### config.mk
export PLATFORM = sky130hd
export DESIGN_NAME = lzpra_ctrl
export DESIGN_NICKNAME = d
export VERILOG_FILES = /design/src/hdl/lzpra_pkg.sv /design/src/hdl/lzpra_ctrl.sv
export SDC_FILE = /design/constraint.sdc
export NUM_CORES = 1
export LEC_CHECK = 0
export BUFFER_PORTS_ARGS = -buffer_cell sky130_fd_sc_hd__buf_4
export CAP_MARGIN = 20
export CELL_PAD_IN_SITES_DETAIL_PLACEMENT = 1
export CELL_PAD_IN_SITES_GLOBAL_PLACEMENT = 1
export CORE_ASPECT_RATIO = 1.4
export CORE_MARGIN = 3
export CORE_UTILIZATION = 32
export CTS_CLUSTER_SIZE = 40
export DETAILED_ROUTE_END_ITERATION = 10
export MAX_ROUTING_LAYER = met4
export PLACE_DENSITY = 0.78
export SYNTH_ARGS = -nofsm -noshare
export SYNTH_HDL_FRONTEND = slang
export SYNTH_SLANG_ARGS = --single-unit
### constraint.sdc
create_clock -name i_clk -period 4.45 [get_ports i_clk]
set_input_delay 0 -clock i_clk [delete_from_list [all_inputs] [get_ports i_clk]]
set_output_delay 0 -clock i_clk [all_outputs]
set_load 0.01 [all_outputs]
### src/hdl/lzpra_pkg.sv
// Package for the phrase random access block: sizes, codes and control structs.
// No dependencies.
package lzpra_pkg;
    localparam int MaxPhrases = 4096;
    localparam int PosBits    = 24;
    localparam int MaxHops    = 65535;
    localparam int HopBits    = 16;
    localparam int CharBits   = 8;

    localparam logic [1:0] CMD_CLEAR = 2'd0;
    localparam logic [1:0] CMD_LOAD  = 2'd1;
    localparam logic [1:0] CMD_QUERY = 2'd2;

    localparam logic [1:0] ST_OK       = 2'd0;
    localparam logic [1:0] ST_NOTFOUND = 2'd1;
    localparam logic [1:0] ST_HOPLIM   = 2'd2;
    localparam logic [1:0] ST_FULL     = 2'd3;

    // controller -> datapath
    typedef struct packed {
        logic take_in;     // capture input item
        logic do_clear;
        logic do_load;     // commit load (write tables, bump count)
        logic srch_init;   // start a search at current pos
        logic rd_mid;      // issue read at mid
        logic step_mid;    // update low/high/res/found from end read
        logic rd_res;      // issue read at res
        logic rd_prev;     // issue read at res-1
        logic cap_res;     // capture end/src/char of res
        logic cap_prev;    // capture end of res-1
        logic do_hop;      // pos <= source + offset, hops++
        logic set_out;     // load output register
        logic [1:0] out_st;
        logic out_char;    // use found char
        logic out_hmax;    // hops reported as limit
    } t_ctl;

    // datapath -> controller
    typedef struct packed {
        logic [1:0] cmd;
        logic full;        // table full
        logic load_ovf;    // accumulated end overflows
        logic srch_more;   // low < high
        logic found;
        logic res_valid;   // res < count
        logic res_zero;
        logic hit;         // pos == this_end
        logic in_phrase;   // prev_end < pos < this_end
        logic hop_lim;
        logic hop_ovf;     // jump target out of range
    } t_sts;
endpackage

### src/hdl/lzpra_ctrl.sv
// Controller: sequences load, clear and the search/hop loop of a query.
// Depends on lzpra_pkg.
module lzpra_ctrl (
    input  logic            i_clk,
    input  logic            i_rst_n,
    input  logic            i_in_valid,
    output logic            o_in_ready,
    output logic            o_out_valid,
    input  logic            i_out_ready,
    input  lzpra_pkg::t_sts i_sts,
    output lzpra_pkg::t_ctl o_ctl
);
    import lzpra_pkg::*;

    typedef enum logic [8:0] {
        S_IDLE  = 9'b000000001,
        S_DEC   = 9'b000000010,
        S_SRCH  = 9'b000000100,
        S_RDWT  = 9'b000001000,
        S_STEP  = 9'b000010000,
        S_RES   = 9'b000100000,
        S_RESWT = 9'b001000000,
        S_EVAL  = 9'b010000000,
        S_OUT   = 9'b100000000
    } t_state;

    t_state r_state, n_state;

    always_ff @(posedge i_clk) begin
        if (!i_rst_n) begin
            r_state <= S_IDLE;
        end else begin
            r_state <= n_state;
        end
    end

    assign o_in_ready  = (r_state == S_IDLE);
    assign o_out_valid = (r_state == S_OUT);

    always_comb begin
        n_state = r_state;
        o_ctl   = '0;
        unique case (r_state)
            S_IDLE: begin
                if (i_in_valid) begin
                    o_ctl.take_in = 1'b1;
                    n_state       = S_DEC;
                end
            end
            S_DEC: begin
                o_ctl.set_out = 1'b1;
                o_ctl.out_st  = ST_OK;
                n_state       = S_OUT;
                unique case (i_sts.cmd)
                    CMD_CLEAR: o_ctl.do_clear = 1'b1;
                    CMD_LOAD: begin
                        if (i_sts.full || i_sts.load_ovf) begin
                            o_ctl.out_st = ST_FULL;
                        end else begin
                            o_ctl.do_load = 1'b1;
                        end
                    end
                    CMD_QUERY: begin
                        o_ctl.set_out   = 1'b0;
                        o_ctl.srch_init = 1'b1;
                        n_state         = S_SRCH;
                    end
                    default: ;
                endcase
            end
            S_SRCH: begin
                if (i_sts.srch_more) begin
                    o_ctl.rd_mid = 1'b1;
                    n_state      = S_RDWT;
                end else if (!i_sts.found || !i_sts.res_valid) begin
                    o_ctl.set_out = 1'b1;
                    o_ctl.out_st  = ST_NOTFOUND;
                    n_state       = S_OUT;
                end else begin
                    o_ctl.rd_res = 1'b1;
                    n_state      = S_RES;
                end
            end
            S_RDWT: n_state = S_STEP;
            S_STEP: begin
                o_ctl.step_mid = 1'b1;
                n_state        = S_SRCH;
            end
            S_RES: begin
                // end/src/char of res are on the read port now; issue the prev read
                o_ctl.cap_res = 1'b1;
                o_ctl.rd_prev = 1'b1;
                n_state       = S_RESWT;
            end
            S_RESWT: begin
                o_ctl.cap_prev = !i_sts.res_zero;
                n_state        = S_EVAL;
            end
            S_EVAL: begin
                o_ctl.set_out = 1'b1;
                n_state       = S_OUT;
                if (i_sts.hit) begin
                    o_ctl.out_st   = ST_OK;
                    o_ctl.out_char = 1'b1;
                end else if (!i_sts.in_phrase) begin
                    o_ctl.out_st = ST_NOTFOUND;
                end else if (i_sts.hop_lim) begin
                    o_ctl.out_st   = ST_HOPLIM;
                    o_ctl.out_hmax = 1'b1;
                end else if (i_sts.hop_ovf) begin
                    o_ctl.out_st = ST_FULL;
                end else begin
                    o_ctl.set_out = 1'b0;
                    o_ctl.do_hop  = 1'b1;
                    n_state       = S_DEC;
                end
            end
            S_OUT: begin
                if (i_out_ready) begin
                    n_state = S_IDLE;
                end
            end
            default: n_state = S_IDLE;
        endcase
    end
endmodule

==> results.py <==
metrics = {
    "clock_network": {
        "numCtsBuffers": 3,
        "cts.sinks": 9,
        "cts_resized": 0,
        "cts-root-buf": "clkbuf_4",
        "cts_setup_buffers": 0,
        "cts_tree": "done",
        "insertion_delay_ns": 0.27,
        "clockBufferDepth": 2,
        "hold_buffers": 3,
        "cts_htree_levels": 1,
        "clk_pin_slew_ns": 0.07,
    },
    "worst_setup_path": {
        "worstPathArrival_ns": 2.27,
        "critPathTopFamily": "simple AND/OR/NAND/NOR gates",
        "cp_max_fo": 6,
        "critPathBufInv": 1,
        "start_kind": "register",
        "worstPathRequired_ns": 4.61,
        "end_kind": "register",
        "worst_path_max_delay_cell": "or4b_2",
        "cpPeakStageDelay_ns": 0.67,
        "crit_chain": "or4b_2 > o311a_1 > o21ai_0 > o221ai_1 > dlygate4sd3_1",
        "worstSetupPathType": "register to register",
    },
    "timing": {
        "max_freq_mhz": 473.0,
        "worst_pin_slew_ns": 0.4913,
        "worst_hold_slack_ns": 0.02487,
        "relSlewSlack_pct": 66.94,
        "rsz0062_at_grt": "no",
        "slew_violations": 0,
        "fin_setup_tns_ns": 0,
        "fin_crit_sh_pct": 47.51,
        "finalClockSkew_ns": 0.005628,
        "period_needed_ns": 2.114,
        "hold_viol": 0,
        "setup_viol": 0,
    },
    "grt": {
        "overflow": 0,
        "grt_max_degree": 8,
        "track_usage_pct": 18.01,
        "antenna_found_initial": 0,
        "grt_pass1_vias": 793,
        "grt_first_pass_wirelength_um": 3443,
    },
    "logic_synthesis": {
        "synth_cell_type_count": 35,
        "async_flop_share_pct": 0,
        "synth.avg_cell_area_um2": 8.267,
        "yosysWarnings": 0,
        "synth-seq-cells": 9,
        "syn-num-nets": 95,
        "synth_flop_cell": "dfxtp_1",
        "synth_cells": 79,
        "synth_edf_count": 0,
        "netlist_area_um2": 653.1,
        "ys_seq_area_share_pct": 27.59,
    },
    "placed_design": {
        "dp_hpwl_um": 1701,
        "port_buffers": 33,
        "dp.cells": 131,
        "gp_congestion": 0.7391,
    },
    "detailed_routing": {
        "remaining_drc_errors": 0,
        "vias": 780,
        "antenna_left": 0,
        "wirelength_um": 2043,
        "initialDrtViolationCount": 7,
        "viasPerCell": 5.652,
        "routedWlPerCell_um": 14.80,
        "drt_pass1_iterations": 4,
    },
    "power": {
        "p_leak_nw": 0.4534,
        "power_w": 0.0002020,
        "power.density_nw_per_um2": 207.2,
        "ir_drop_v": 0.0001173,
    },
    "final_layout": {
        "reg.largest.list": "r_state: 9 flops",
        "antennaDiodeCount": 0,
        "syn_to_final_growth_pct": 49.23,
        "layout_commonest_cell": "buf_4",
        "nFillCells": 232,
        "drive_gt1_share_pct": 38.14,
        "fin_cells": 138,
        "seq_area_um2": 180.2,
        "top_register": "r_state",
        "final_nets": 135,
        "layout_common_cells": "33 x buf_4, 9 x dfxtp_1, 6 x nor3_1, 6 x nand2_1, 6 x nor2_1",
        "largest_register_ffs": 9,
        "multi_input_area_um2": 446.7,
    },
    "status": {
        "outcome": "finished, final reports clean",
    },
    "die": {
        "ios": 34,
        "core_area_um2": 1847,
        "die_area_um2": 2627,
        "initial_utilization_pct": 35.37,
        "die_w_um": 44.18,
        "fp.dieH_um": 59.46,
        "row_count": 18,
    },
    "hold_path": {
        "hp-class": "primary input to register",
    },
    "run": {
        "drv_cap": 0,
    },
}
[final timing paths]
kind / end / slack (ns) / from / depth (start not counted)
worst max-delay path: r_state[0] / 2.34 / r_state[0] / 5
worst min-delay path: r_state[1] / 0.02 / i_in_valid / 3
worst max register to register: r_state[0] / 2.34 / r_state[0] / 5
worst min register to register: r_state[7] / 0.62 / r_state[6] / 2
[routing by layer]
layer	GRT usage, %	up-vias	part of all wire [%]	wire [um]
li1	-	376	-	-
met1	18.28	373	36	745
met2	34.17	29	56	1146
met3	3.040	2	6.2	127
met4	5.172	0	1.1	23
met5	-	-	0	0
[worst min-delay path, cell delays in order]
cell and delay, ns:
buf_4 0.12, nand2_1 0.07, a21oi_1 0.06
[kinds of logic after synthesis]
| kind of cell | synth area share (%) |
|---|---|
| AO/OA/AOI/OAI | 13.22 |
| XOR/XNOR | 1.341 |
| buffers and inverters | 4.024 |
| AND/OR/NAND/NOR | 53.83 |
| flip-flops | 27.59 |
[cells in the mapped netlist, types with 2 or more instances]
cell / instances / area, um^2
nand2b_1: 5 / 31.28
nor4_1: 3 / 18.77
nor2_1: 6 / 22.52
and4b_1: 2 / 20.02
a21oi_1: 3 / 15.01
nor3_1: 6 / 30.03
nand4b_1: 4 / 35.03
nand2_1: 6 / 22.52
dfxtp_1: 9 / 180.2
or4b_2: 2 / 20.02
nand3b_1: 2 / 15.01
a31oi_1: 2 / 12.51
and2_1: 3 / 18.77
inv_1: 5 / 18.77
[stage by stage]
stage	setup WS [ns]	utilization (%)	instance area [um^2]
after CTS	2.327	52.78	974.7
after detailed placement	2.647	49.73	918.4
final	2.336	52.78	974.7
after global routing	2.100	52.78	974.7
after global placement	2.709	49.73	918.4
after floorplan	2.881	-	653.1
[power by group]
group	total (W)	switching (W)	internal [W]
Sequential	0.0000876	0.00000444	0.0000831
Clock	0.0000654	0.0000307	0.0000347
Combinational	0.0000490	0.0000220	0.0000271
Total	0.000202	0.0000571	0.000145
[final cells by class]
cell class                      instances  share of cell area [%]
Clock buffer                            4                   2.696
Inverter                                5                   1.926
Multi-Input combinational cell         64                   45.83
Sequential cell                         9                   18.49
Tap cell                               20                   2.567
Timing Repair Buffer                   36                   28.50
Power figures use the tool's default switching activity.
